### config.mk
export PLATFORM = sky130hd
export DESIGN_NAME = double_ended_queue_with_search_flat
export DESIGN_NICKNAME = d
export VERILOG_FILES = /design/src/sv/deq_pkg.sv /design/src/sv/deq_if.sv /design/src/sv/double_ended_queue_with_search.sv /design/src/flat_wrapper.sv
export SDC_FILE = /design/constraint.sdc
export NUM_CORES = 1
export LEC_CHECK = 0
export ABC_CLOCK_PERIOD_IN_PS = 4900
export BUFFER_PORTS_ARGS = -buffer_cell sky130_fd_sc_hd__buf_2
export CORE_UTILIZATION = 40
export CTS_CLUSTER_SIZE = 16
export DETAILED_ROUTE_END_ITERATION = 8
export SLEW_MARGIN = 20
export SYNTH_ARGS = -nofsm -noshare
export SYNTH_HDL_FRONTEND = slang
export SYNTH_SLANG_ARGS = --single-unit
### constraint.sdc
create_clock -name clk_i -period 4.9 [get_ports clk_i]
set_input_delay 0.49 -clock clk_i [delete_from_list [all_inputs] [get_ports clk_i]]
set_output_delay 0.49 -clock clk_i [all_outputs]
set_load 0.01 [all_outputs]
### src/sv/deq_pkg.sv
`timescale 1ns / 1ps

package deq_pkg;

  localparam int unsigned DEPTH_DEF      = 16;
  localparam int unsigned DATA_WIDTH_DEF = 32;

  typedef enum logic [2:0] {
    MODE_PUSH_FRONT = 3'd0,
    MODE_PUSH_BACK  = 3'd1,
    MODE_POP_FRONT  = 3'd2,
    MODE_POP_BACK   = 3'd3,
    MODE_UPDATE     = 3'd4,
    MODE_FIND_FIRST = 3'd5,
    MODE_FIND_LAST  = 3'd6,
    MODE_REPORT     = 3'd7
  } mode_e;

  typedef enum logic [2:0] {
    ST_OK        = 3'd0,
    ST_FULL      = 3'd1,
    ST_EMPTY     = 3'd2,
    ST_RANGE     = 3'd3,
    ST_NOT_FOUND = 3'd4
  } status_e;

endpackage

### src/sv/deq_if.sv
`timescale 1ns / 1ps

interface deq_req_if #(
  parameter int unsigned DEPTH      = deq_pkg::DEPTH_DEF,
  parameter int unsigned DATA_WIDTH = deq_pkg::DATA_WIDTH_DEF
);
  localparam int unsigned IDX_W = $clog2(DEPTH);

  logic                         valid;
  logic                         ready;
  deq_pkg::mode_e               mode;
  logic signed [DATA_WIDTH-1:0] value;
  logic [IDX_W-1:0]             position;

  modport source (output valid, output mode, output value, output position, input ready);
  modport sink   (input valid, input mode, input value, input position, output ready);
endinterface

interface deq_rsp_if #(
  parameter int unsigned DEPTH      = deq_pkg::DEPTH_DEF,
  parameter int unsigned DATA_WIDTH = deq_pkg::DATA_WIDTH_DEF
);
  localparam int unsigned IDX_W   = $clog2(DEPTH);
  localparam int unsigned CNT_W   = $clog2(DEPTH + 1);
  localparam int unsigned TOTAL_W = DATA_WIDTH + IDX_W;

  logic                         valid;
  logic                         ready;
  deq_pkg::status_e             status;
  logic [IDX_W-1:0]             found_index;
  logic [CNT_W-1:0]             entry_count;
  logic signed [DATA_WIDTH-1:0] min_value;
  logic signed [DATA_WIDTH-1:0] max_value;
  logic signed [TOTAL_W-1:0]    total;

  modport source (output valid, output status, output found_index, output entry_count,
                  output min_value, output max_value, output total, input ready);
  modport sink   (input valid, input status, input found_index, input entry_count,
                  input min_value, input max_value, input total, output ready);
endinterface

### src/sv/double_ended_queue_with_search.sv
`timescale 1ns / 1ps
// Channel  Dir  Payload                                              Accepted when
// req_i    in   mode, value, position                                valid && ready
// rsp_o    out  status, found_index, entry_count, min/max, total     valid && ready
//
// Push, pop and update: accept, then load the result register in S_EMIT once rsp_o is free.
// Find and report walk the entries in S_WALK: one ring-store read per cycle
// through the single registered read port, one compare/add step per entry.
// Reset clears pointers and count; the ring store itself is not cleared.
// A new request is taken while a finished result waits on a stalled rsp_o.

module double_ended_queue_with_search #(
  parameter int unsigned DEPTH      = deq_pkg::DEPTH_DEF,
  parameter int unsigned DATA_WIDTH = deq_pkg::DATA_WIDTH_DEF
) (
  input  logic      clk_i,
  input  logic      rst_ni,
  deq_req_if.sink   req_i,
  deq_rsp_if.source rsp_o
);
  import deq_pkg::*;

  localparam int unsigned IDX_W   = $clog2(DEPTH);
  localparam int unsigned CNT_W   = $clog2(DEPTH + 1);
  localparam int unsigned SUM_W   = IDX_W + 1;
  localparam int unsigned TOTAL_W = DATA_WIDTH + IDX_W;

  typedef enum logic [2:0] {
    S_IDLE = 3'b001,
    S_WALK = 3'b010,
    S_EMIT = 3'b100
  } state_e;

  function automatic logic [IDX_W-1:0] slot_of(input logic [IDX_W-1:0] base,
                                                input logic [CNT_W-1:0] off);
    logic [SUM_W-1:0] s;
    s = SUM_W'(base) + SUM_W'(off);
    if (s >= SUM_W'(DEPTH)) s = s - SUM_W'(DEPTH);
    return s[IDX_W-1:0];
  endfunction

  state_e state_q, state_d;
  logic [IDX_W-1:0] front_q, front_d;
  logic [CNT_W-1:0] occ_q, occ_d;
  logic [CNT_W-1:0] iss_q, iss_d;
  logic             rd_vld_q, rd_vld_d;
  logic             rd_last_q, rd_last_d;
  logic             hit_q, hit_d;
  logic             out_valid_q, out_valid_d;
  logic             out_load;

  mode_e                        mode_q, mode_d;
  logic signed [DATA_WIDTH-1:0] value_q, value_d;
  logic [IDX_W-1:0]             rd_pos_q, rd_pos_d;
  logic [CNT_W-1:0]             walk_pos;

  status_e                      res_status_q, res_status_d;
  logic [IDX_W-1:0]             res_idx_q, res_idx_d;
  logic [CNT_W-1:0]             res_count_q, res_count_d;
  logic signed [DATA_WIDTH-1:0] res_min_q, res_min_d;
  logic signed [DATA_WIDTH-1:0] res_max_q, res_max_d;
  logic signed [TOTAL_W-1:0]    res_total_q, res_total_d;

  status_e                      out_status_q;
  logic [IDX_W-1:0]             out_idx_q;
  logic [CNT_W-1:0]             out_count_q;
  logic signed [DATA_WIDTH-1:0] out_min_q;
  logic signed [DATA_WIDTH-1:0] out_max_q;
  logic signed [TOTAL_W-1:0]    out_total_q;

  logic [DATA_WIDTH-1:0] mem_q [DEPTH];
  logic [DATA_WIDTH-1:0] rd_data_q;
  logic                  mem_we;
  logic [IDX_W-1:0]      mem_wa;
  logic [IDX_W-1:0]      rd_addr;
  logic signed [DATA_WIDTH-1:0] rd_val;
  logic                  match;

  assign req_i.ready = (state_q == S_IDLE);
  assign rd_val      = $signed(rd_data_q);
  assign match       = (rd_data_q == value_q);

  always_comb begin
    state_d      = state_q;
    front_d      = front_q;
    occ_d        = occ_q;
    iss_d        = iss_q;
    rd_vld_d     = 1'b0;
    rd_last_d    = 1'b0;
    rd_pos_d     = rd_pos_q;
    hit_d        = hit_q;
    mode_d       = mode_q;
    value_d      = value_q;
    res_status_d = res_status_q;
    res_idx_d    = res_idx_q;
    res_count_d  = res_count_q;
    res_min_d    = res_min_q;
    res_max_d    = res_max_q;
    res_total_d  = res_total_q;
    mem_we       = 1'b0;
    mem_wa       = front_q;
    rd_addr      = front_q;
    walk_pos     = iss_q;
    out_load     = 1'b0;
    out_valid_d  = out_valid_q && !rsp_o.ready;

    unique case (state_q)
      S_IDLE: begin
        if (req_i.valid) begin
          mode_d       = req_i.mode;
          value_d      = req_i.value;
          res_status_d = ST_OK;
          res_idx_d    = '0;
          res_min_d    = '0;
          res_max_d    = '0;
          res_total_d  = '0;
          hit_d        = 1'b0;
          iss_d        = '0;
          state_d      = S_EMIT;
          case (req_i.mode) inside
            MODE_PUSH_FRONT, MODE_PUSH_BACK: begin
              if (occ_q == CNT_W'(DEPTH)) begin
                res_status_d = ST_FULL;
              end else begin
                mem_we = 1'b1;
                occ_d  = occ_q + 1'b1;
                if (req_i.mode == MODE_PUSH_FRONT) begin
                  front_d = (front_q == '0) ? IDX_W'(DEPTH - 1) : front_q - 1'b1;
                  mem_wa  = front_d;
                end else begin
                  mem_wa = slot_of(front_q, occ_q);
                end
              end
            end
            MODE_POP_FRONT, MODE_POP_BACK: begin
              if (occ_q == '0) begin
                res_status_d = ST_EMPTY;
              end else begin
                occ_d = occ_q - 1'b1;
                if (req_i.mode == MODE_POP_FRONT) begin
                  front_d = slot_of(front_q, CNT_W'(1));
                end
              end
            end
            MODE_UPDATE: begin
              if (CNT_W'(req_i.position) >= occ_q) begin
                res_status_d = ST_RANGE;
              end else begin
                mem_we = 1'b1;
                mem_wa = slot_of(front_q, CNT_W'(req_i.position));
              end
            end
            default: begin
              if (occ_q == '0) begin
                res_status_d = ST_EMPTY;
              end else begin
                state_d = S_WALK;
              end
            end
          endcase
          res_count_d = occ_d;
        end
      end
      S_WALK: begin
        if (iss_q != occ_q) begin
          walk_pos  = (mode_q == MODE_FIND_LAST) ? occ_q - 1'b1 - iss_q : iss_q;
          rd_addr   = slot_of(front_q, walk_pos);
          rd_pos_d  = walk_pos[IDX_W-1:0];
          rd_vld_d  = 1'b1;
          rd_last_d = (iss_q == occ_q - 1'b1);
          iss_d     = iss_q + 1'b1;
        end
        if (rd_vld_q) begin
          if (mode_q == MODE_REPORT) begin
            res_total_d = res_total_q + TOTAL_W'(rd_val);
            if (rd_pos_q == '0) begin
              res_min_d = rd_val;
              res_max_d = rd_val;
            end else begin
              if (rd_val < res_min_q) res_min_d = rd_val;
              if (rd_val > res_max_q) res_max_d = rd_val;
            end
          end else if (!hit_q && match) begin
            hit_d     = 1'b1;
            res_idx_d = rd_pos_q;
          end
          if (rd_last_q) begin
            state_d = S_EMIT;
            if (mode_q != MODE_REPORT && !hit_d) res_status_d = ST_NOT_FOUND;
          end
        end
      end
      S_EMIT: begin
        if (!out_valid_q || rsp_o.ready) begin
          out_load    = 1'b1;
          out_valid_d = 1'b1;
          state_d     = S_IDLE;
        end
      end
      default: state_d = S_IDLE;
    endcase
  end

  always_ff @(posedge clk_i or negedge rst_ni) begin
    if (!rst_ni) begin
      state_q     <= S_IDLE;
      front_q     <= '0;
      occ_q       <= '0;
      iss_q       <= '0;
      rd_vld_q    <= 1'b0;
      rd_last_q   <= 1'b0;
      hit_q       <= 1'b0;
      out_valid_q <= 1'b0;
    end else begin
      state_q     <= state_d;
      front_q     <= front_d;
      occ_q       <= occ_d;
      iss_q       <= iss_d;
      rd_vld_q    <= rd_vld_d;
      rd_last_q   <= rd_last_d;
      hit_q       <= hit_d;
      out_valid_q <= out_valid_d;
    end
  end

  always_ff @(posedge clk_i) begin
    mode_q       <= mode_d;
    value_q      <= value_d;
    rd_pos_q     <= rd_pos_d;
    res_status_q <= res_status_d;
    res_idx_q    <= res_idx_d;
    res_count_q  <= res_count_d;
    res_min_q    <= res_min_d;
    res_max_q    <= res_max_d;
    res_total_q  <= res_total_d;
    if (out_load) begin
      out_status_q <= res_status_q;
      out_idx_q    <= res_idx_q;
      out_count_q  <= res_count_q;
      out_min_q    <= res_min_q;
      out_max_q    <= res_max_q;
      out_total_q  <= res_total_q;
    end
  end

  always_ff @(posedge clk_i) begin
    if (mem_we) mem_q[mem_wa] <= req_i.value;
    rd_data_q <= mem_q[rd_addr];
  end

  assign rsp_o.valid       = out_valid_q;
  assign rsp_o.status      = out_status_q;
  assign rsp_o.found_index = out_idx_q;
  assign rsp_o.entry_count = out_count_q;
  assign rsp_o.min_value   = out_min_q;
  assign rsp_o.max_value   = out_max_q;
  assign rsp_o.total       = out_total_q;

  a_occ_bound: assert property (@(posedge clk_i) disable iff (!rst_ni)
    occ_q <= CNT_W'(DEPTH))
    else $error("occupancy beyond depth");

  a_front_bound: assert property (@(posedge clk_i) disable iff (!rst_ni)
    SUM_W'(front_q) < SUM_W'(DEPTH))
    else $error("front pointer beyond depth");

  a_read_in_walk: assert property (@(posedge clk_i) disable iff (!rst_ni)
    rd_vld_q |-> state_q == S_WALK)
    else $error("read data outside walk");

  a_accept_busy: assert property (@(posedge clk_i) disable iff (!rst_ni)
    req_i.valid && req_i.ready |=> state_q != S_IDLE)
    else $error("accepted transaction left no work");

  a_emit_loads: assert property (@(posedge clk_i) disable iff (!rst_ni)
    state_q == S_EMIT && (!out_valid_q || rsp_o.ready) |=> out_valid_q && state_q == S_IDLE)
    else $error("result not loaded");

endmodule
### src/flat_wrapper.sv
// flat-port wrapper written by rule: the top's interface ports become plain ports
module double_ended_queue_with_search_flat import deq_pkg::*;
#(
  parameter int unsigned DEPTH      = deq_pkg::DEPTH_DEF,
  parameter int unsigned DATA_WIDTH = deq_pkg::DATA_WIDTH_DEF
)
  (clk_i, rst_ni, req_i_valid, req_i_mode, req_i_value, req_i_position, req_i_ready, rsp_o_valid, rsp_o_status, rsp_o_found_index, rsp_o_entry_count, rsp_o_min_value, rsp_o_max_value, rsp_o_total, rsp_o_ready);
  deq_req_if #(.DEPTH(DEPTH), .DATA_WIDTH(DATA_WIDTH)) req_i_i ();
  deq_rsp_if #(.DEPTH(DEPTH), .DATA_WIDTH(DATA_WIDTH)) rsp_o_i ();
  input  logic clk_i;
  input  logic rst_ni;
  input wire logic [$bits(req_i_i.valid)-1:0] req_i_valid;
  input wire logic [$bits(req_i_i.mode)-1:0] req_i_mode;
  input wire logic [$bits(req_i_i.value)-1:0] req_i_value;
  input wire logic [$bits(req_i_i.position)-1:0] req_i_position;
  output wire logic [$bits(req_i_i.ready)-1:0] req_i_ready;
  output wire logic [$bits(rsp_o_i.valid)-1:0] rsp_o_valid;
  output wire logic [$bits(rsp_o_i.status)-1:0] rsp_o_status;
  output wire logic [$bits(rsp_o_i.found_index)-1:0] rsp_o_found_index;
  output wire logic [$bits(rsp_o_i.entry_count)-1:0] rsp_o_entry_count;
  output wire logic [$bits(rsp_o_i.min_value)-1:0] rsp_o_min_value;
  output wire logic [$bits(rsp_o_i.max_value)-1:0] rsp_o_max_value;
  output wire logic [$bits(rsp_o_i.total)-1:0] rsp_o_total;
  input wire logic [$bits(rsp_o_i.ready)-1:0] rsp_o_ready;
  assign req_i_i.valid = req_i_valid;
  assign req_i_i.mode = req_i_mode;
  assign req_i_i.value = req_i_value;
  assign req_i_i.position = req_i_position;
  assign req_i_ready = req_i_i.ready;
  assign rsp_o_valid = rsp_o_i.valid;
  assign rsp_o_status = rsp_o_i.status;
  assign rsp_o_found_index = rsp_o_i.found_index;
  assign rsp_o_entry_count = rsp_o_i.entry_count;
  assign rsp_o_min_value = rsp_o_i.min_value;
  assign rsp_o_max_value = rsp_o_i.max_value;
  assign rsp_o_total = rsp_o_i.total;
  assign rsp_o_i.ready = rsp_o_ready;
  double_ended_queue_with_search #(.DEPTH(DEPTH), .DATA_WIDTH(DATA_WIDTH)) u_core (.clk_i(clk_i), .rst_ni(rst_ni), .req_i(req_i_i), .rsp_o(rsp_o_i));
endmodule
==> metrics.cfg, run 1 <==
[clocking]
clk_pin_slew_ps = 70
cts_tree = built
worstSkewPairLatency_ps = 650
cts_resized = 0
clk_path_buf_depth = 3
post-cts-setup-buffer-count = 0
cts_buffers = 81
ctsHoldBuffers = 1
h-tree-depth = 3
ctsRootBufferMaster = clkbuf_16
clock-sinks = 828

[yosys]
syn_area_mm2 = 0.03508
yosysTopAreaCellShare_pct = 66.34
synthFlopType = edfxtp_1
synth_enable_flop_cells = 775
synth-seq-cells = 828
synth_area_leaders = edfxtp_1 66%, ha_1 4.3%, nand3_1 3.9%, nand2_1 3.4%, a31oi_1 3.0%
synth_area_per_cell_um2 = 13.35
synth_most_common_cell = edfxtp_1
synth.distinct_cells = 77
yosys.area.top_type = edfxtp_1
async_flop_share_pct = 2.536
synthesis.instances = 2627
synth-seq-area-share_pct = 69.67
syn_nets = 2796
yosys_warnings = 0
synthTopCellsByCount = 775 x edfxtp_1, 318 x nand2_1, 271 x nand3_1, 169 x a31oi_1, 121 x ha_1

[global_routing]
first_global_vias = 21885
grt_max_degree = 102
grt_pass1_wl_um = 134200
overflow = 0
antenna_found_initial = 11
grt_usage_pct = 19.76

[power]
ir_worst_vdd_v = 0.0003150
power.density_mw_per_mm2 = 582.5
leakagePower_nw = 14.44

[sta]
fin_ws_ps = 344.7
drv_slew = 0
slew_headroom_pct = 38.34
fmaxAchievable_ghz = 0.2195
setup_viol = 0
tightest_slew_ps = 924.9
period_needed_ps = 4555
setup_tns_ps = 0
clock_skew_ps = 23.59
finalHoldViolations = 0
fin_crit_sh_pct = 92.97
rsz0062_at_grt = false

[die]
die_x_um = 298.1
fp.dieH_um = 298.1
ios = 157
coreArea_mm2 = 0.08675
initial_core_util_pct = 40.44
num_rows = 108
fp.dieArea_mm2 = 0.08889

[layout]
area_growth_pct = 14.64
nets = 2952
multi_input_area_mm2 = 0.009808
fill_cells = 7558
layout-drive-gt1-share_pct = 13.57
regArea_mm2 = 0.02444

[worst_hold_path]
hold_path.class = in -> reg

[setup_path]
required_ps = 5470
cp_slowest_cell = mux2_4
endpoint_kind = flip-flop
slowest_delay_ps = 720
path_class = reg -> reg
cp_max_fo = 59
arrival_ps = 5120
path_cells = inv_1 -> ha_1 -> inv_1 -> fa_1 -> mux2_2 -> inv_1 -> fa_1 -> xnor2_1 -> mux2_4 -> buf_4 -> and3_1 -> a31oi_1 -> a31oi_1 -> a31oi_1 -> a21oi_1
critPathLaunchType = flip-flop

[detailed_routing]
wire_per_inst_um = 22.04
drc = 0
postRouteAntennaNets = 0
avgViaCountPerCell = 5.516
drt-total-wl_um = 88380
first_pass_iters = 6
drt_iter0_markers = 1854
num_vias = 22119

[place]
dp_hpwl_um = 53920
place_congestion = 0.8725
portBuffers = 156
dp_slack_ps = 383.9

[outcome]
status = finished, final reports clean

[run]
max-cap-violations = 0

-- registers in the layout, indices dropped and copies added, names as in the netlist, 5 cells and up --
register / count
u_core.iss_q: 5
u_core.res_max_q: 32
u_core.occ_q: 5
u_core.value_q: 32
u_core.res_min_q: 32
u_core.res_total_q: 36
u_core.rsp_o.total: 36
u_core.rsp_o.max_value: 32
u_core.rd_data_q: 32
u_core.rsp_o.entry_count: 5
u_core.mem_q: 512
u_core.rsp_o.min_value: 32
u_core.res_count_q: 5
-- placed cells by master (no fill, tap or decap), drive strengths merged, types with 9 or more instances in the layout --
cell type	Yosys	layout
xnor2	26	26
edfxtp	775	775
a21oi	105	105
nand2b	13	13
clkinv	1	26
clkbuf	84	107
nand4	15	15
a31oi	169	169
a21o	32	32
ha	121	121
and2	40	40
dfxtp	32	32
nor2	89	89
nand2	318	318
inv	93	99
nor2b	10	10
nand3	271	271
nor4	9	9
nor3	19	19
and3	71	71
dfrtp	20	20
xor2	58	58
buf	66	222
a311oi	37	37
o21ai	50	50
-- path summary, 6_finish.rpt --
kind | end | cells after the start | from | slack, ps
worst max-delay path | u_core.rd_data_q[16] | 15 | u_core.occ_q[1] | 340
worst min-delay path | u_core.mode_q[0] | 1 | req_i_mode[0] | 180
worst max register to register | u_core.rd_data_q[16] | 15 | u_core.occ_q[1] | 340
worst min register to register | u_core.rsp_o.found_index[1] | 0 | u_core.res_idx_q[1] | 420
max in group asynchronous | u_core.state_q[0] | 2 | rst_ni | 4120
min in group asynchronous | u_core.occ_q[2] | 2 | rst_ni | 380
-- routing by layer --
layer	vias up	GRT usage, %	part of all wire (%)
met5	-	0	0.080
met4	12	5.775	2.3
met3	140	3.070	5.9
met2	732	33.32	49
met1	11004	26.33	42
li1	10231	-	-
-- stage by stage --
step | area, um^2 | hold WS (ps) | total power, mW | instances | util (%)
global route | 40210 | 159.8 | 24.74 | 4006 | 46.35
floorplan | 35080 | 194.4 | 14.65 | 2627 | -
CTS | 40210 | 151.1 | 23.54 | 4006 | 46.35
detailed placement | 37480 | 405.2 | 17.23 | 3854 | 43.21
finish | 40220 | 176.2 | 23.43 | 4010 | 46.36
global placement | 37480 | 407.3 | 17.06 | 3854 | 43.21
-- where the power goes --
part           switching (mW)  internal [mW]
registers               0.706           8.60
logic                    5.04           2.79
clock network            2.71           3.58
total                    8.45           15.0
-- worst max-delay path: cells and delay by family, from the launching register on --
kind	cells	cell delay (ps)
adder cells (fa/ha/maj)	3	1330
multiplexers	2	890
buffers and inverters	4	670
flip-flops	1	550
AO/OA/AOI/OAI	4	510
XOR/XNOR	1	310
AND/OR/NAND/NOR	1	180
-- area by class of cell --
| class | count | area share, % |
|---|---|---|
| Tap cell | 1155 | 3.593 |
| Clock buffer | 107 | 5.457 |
| Sequential cell | 828 | 60.77 |
| Inverter | 94 | 0.8773 |
| Multi-Input combinational cell | 1555 | 24.39 |
| Antenna cell | 4 | 0.02489 |
| Timing Repair Buffer | 223 | 3.603 |
| Clock inverter | 44 | 1.291 |
-- cells by family (layout without fill, tap and decap cells) --
family | Yosys count | count (layout) | synth area share, %
fa+ha+maj | 126 | 126 | 4.601
mux | 11 | 11 | 0.3567
other cells | 0 | 4 | 0
simple gates | 875 | 875 | 11.80
compound gates | 458 | 458 | 8.389
buf+inv | 244 | 468 | 3.003
xor+xnor | 85 | 85 | 2.183
flops | 828 | 828 | 69.67
Note: power is estimated with default switching activity, not from simulation.
==> run 2, diff against run 1 <==
--- a/config.mk
+++ b/config.mk
@@ -5,8 +5,9 @@
 export SDC_FILE = /design/constraint.sdc
 export NUM_CORES = 1
 export LEC_CHECK = 0
+export ABC_AREA = 1
 export ABC_CLOCK_PERIOD_IN_PS = 4900
-export BUFFER_PORTS_ARGS = -buffer_cell sky130_fd_sc_hd__buf_2
+export BUFFER_PORTS_ARGS = -buffer_cell sky130_fd_sc_hd__clkbuf_2
 export CORE_UTILIZATION = 40
 export CTS_CLUSTER_SIZE = 16
 export DETAILED_ROUTE_END_ITERATION = 8
==> run 2 against run 1 <==
Effect of this change:
- clock skew rose by 2.7 ps
- sequential power rose by 11%
- critical endpoint is now u_core.rd_data_q[14]
- critical path depth did not move
- critical path type unchanged
- utilization fell by 0.12 points
- non-clock buffer count fell by 13
- worst setup slack improved by 520 ps
- via count rose by 20%
- sequential share of layout area fell by 5.2 points
==> metrics.cfg, run 2 <==
[yosys]
synth_area_per_cell_um2 = 10.18
synth_most_common_cell = edfxtp_1
synthesis.instances = 3782
yosysTopAreaCellShare_pct = 60.42
syn_area_mm2 = 0.03851
synth-seq-area-share_pct = 63.46
syn_nets = 3951
async_flop_share_pct = 2.536
yosys_warnings = 0
synth_enable_flop_cells = 775
synthFlopType = edfxtp_1
yosys.area.top_type = edfxtp_1
synth_area_leaders = edfxtp_1 60%, nand3_1 8.3%, nand2_1 7.5%, inv_1 7.2%, ha_1 3.9%
synth.distinct_cells = 50
synthTopCellsByCount = 775 x edfxtp_1, 771 x nand2_1, 735 x inv_1, 640 x nand3_1, 183 x nor2_1
synth-seq-cells = 828

[sta]
period_needed_ps = 4035
slew_headroom_pct = 39.22
setup_tns_ps = 0
clock_skew_ps = 26.32
fin_crit_sh_pct = 82.35
tightest_slew_ps = 911.7
fmaxAchievable_ghz = 0.2478
rsz0062_at_grt = false
finalHoldViolations = 0
drv_slew = 0
setup_viol = 0

[global_routing]
overflow = 0
grt_max_degree = 133
antenna_found_initial = 2
grt_usage_pct = 20.85
first_global_vias = 25326
grt_pass1_wl_um = 155000

[die]
ios = 157
num_rows = 113
initial_core_util_pct = 40.48
coreArea_mm2 = 0.09515
die_x_um = 312.3
fp.dieH_um = 312.3
fp.dieArea_mm2 = 0.09753

[clocking]
clk_path_buf_depth = 3
cts_tree = built
cts_resized = 0
clk_pin_slew_ps = 60
h-tree-depth = 3
clock-sinks = 828
worstSkewPairLatency_ps = 660
post-cts-setup-buffer-count = 0
cts_buffers = 88
ctsRootBufferMaster = clkbuf_16

[detailed_routing]
avgViaCountPerCell = 5.010
postRouteAntennaNets = 0
first_pass_iters = 6
drt-total-wl_um = 101700
drc = 0
drt_iter0_markers = 2277
wire_per_inst_um = 19.27
num_vias = 26455

[power]
pwr-share-clk_pct = 23.8
internal_power_mw = 16.90
leakagePower_nw = 19.01
p_switching_mw = 11.92
seqPwrFrac_pct = 35.8
ir_worst_vdd_v = 0.0005530
p_total_mw = 28.83
switching_share_pct = 41.36
power.density_mw_per_mm2 = 655.2
comb_power_share_pct = 40.4

[layout]
layout_common_cells = 775 x edfxtp_1, 771 x nand2_1, 735 x inv_1
layout-drive-gt1-share_pct = 9.788
regMostFlops = u_core.mem_q
diodes = 0
fin_util_pct = 46.24
area_growth_pct = 14.23
largest_reg_flops = 512
mostFrequentLayoutCell = edfxtp_1
nets = 4109

[outcome]
status = finished, final reports clean

[setup_path]
required_ps = 5500
path_class = reg -> reg
endpoint_kind = flip-flop
critPathLaunchType = flip-flop
arrival_ps = 4630
cp_max_fo = 97

[run]
max-cap-violations = 0

[worst_hold_path]
hold_path.class = in -> reg

[place]
portBuffers = 156
place_congestion = 0.9337
dp_hpwl_um = 62380

==> run 2: cell types whose count changed in the layout (fill, tap and decap cells not counted), moves of 37 or more <==
cell      delta
inv_1      +642
nand2_1    +453
nand3_1    +367
a31oi_1    -163
buf_2      -156
clkbuf_2   +156
nor2_1      +91
and3_1      -68
o21ai_0     +49
and2_1      -39
a311oi_1    -37
==> run 2: power by group through the flow <==
stage | clock (mW) | combinational (mW) | sequential [mW]
after floorplan | 0 | 7.99 | 10.0
after global placement | 0 | 11.5 | 10.5
after detailed placement | 0 | 11.6 | 10.5
after CTS | 7.00 | 11.7 | 10.3
after global routing | 7.26 | 13.0 | 10.4
final | 6.87 | 11.6 | 10.3
==> run 2: worst max-delay path, stage by stage, from the launching register on <==
cell     delay (ps)
dfrtp_1         500
inv_1           150
ha_1            300
inv_1            90
fa_1            540
inv_1            30
o21ai_0         290
inv_1           110
fa_1            620
inv_1            90
o21ai_4         180
buf_12          400
nand3_1         170
nand3_1         120
nand3_1         170
nand2_1         140
==> run 2: timing repair <==
action,in CTS,in global routing
hold buffers,1,0
endpoints found under the setup margin,0,0
hold endpoints to repair,20,0
==> run 2: cells by family (layout without fill, tap and decap cells) <==
kind of cell	count (synthesis)	after routing	share of synthesized area, %
adders and majority gates	126	126	4.191
and+or+nand+nor	1642	1642	18.44
DFF	828	828	63.46
AOI/OAI and AO/OA	261	261	3.694
xor gates and xnor gates	42	42	0.9551
buffers and inverters	883	1116	9.265
==> run 2: per-layer routing <==
| metal | part of all wire [%] | routed length [um] | GRT usage (%) |
|---|---|---|---|
| met1 | 44 | 45050 | 28.52 |
| met2 | 47 | 47790 | 34.29 |
| met3 | 6.6 | 6698 | 3.490 |
| met4 | 2.1 | 2157 | 5.604 |
| met5 | 0.027 | 27 | 0 |
==> run 2: worst paths after layout <==
path                                         from                     end  slack, ps  cells past startpoint
max                               u_core.occ_q[0]    u_core.rd_data_q[14]        860                     15
min in group asynchronous                  rst_ni       u_core.front_q[1]        380                      2
min reg2reg                u_core.res_status_q[1]  u_core.rsp_o.status[1]        420                      0
max reg2reg                       u_core.occ_q[0]    u_core.rd_data_q[14]        860                     15
max in group asynchronous                  rst_ni      u_core.rsp_o.valid       4110                      2
min                                   rsp_o_ready      u_core.rsp_o.valid         40                      2
==> run 2: cell type report <==
class	count	area [um^2]
Clock buffer	120	2465
Clock inverter	45	538.0
Fill cell	8706	51160
Inverter	741	2781
Multi-Input combinational cell	2071	10740
Sequential cell	828	24440
Tap cell	1265	1583
Timing Repair Buffer	210	1451
==> run 2: through the flow <==
| stage | std cells | cell area (um^2) | worst slack (ps) | hold slack [ps] |
|---|---|---|---|---|
| after floorplan | 3782 | 38520 | -198.6 | 194.4 |
| after global placement | 5114 | 40980 | 936.3 | 406.3 |
| after detailed placement | 5114 | 40980 | 884.3 | 407.1 |
| after CTS | 5280 | 44000 | 896.6 | 17.08 |
| after global routing | 5280 | 44000 | 518.0 | 49.87 |
| final | 5280 | 44000 | 865.0 | 43.72 |
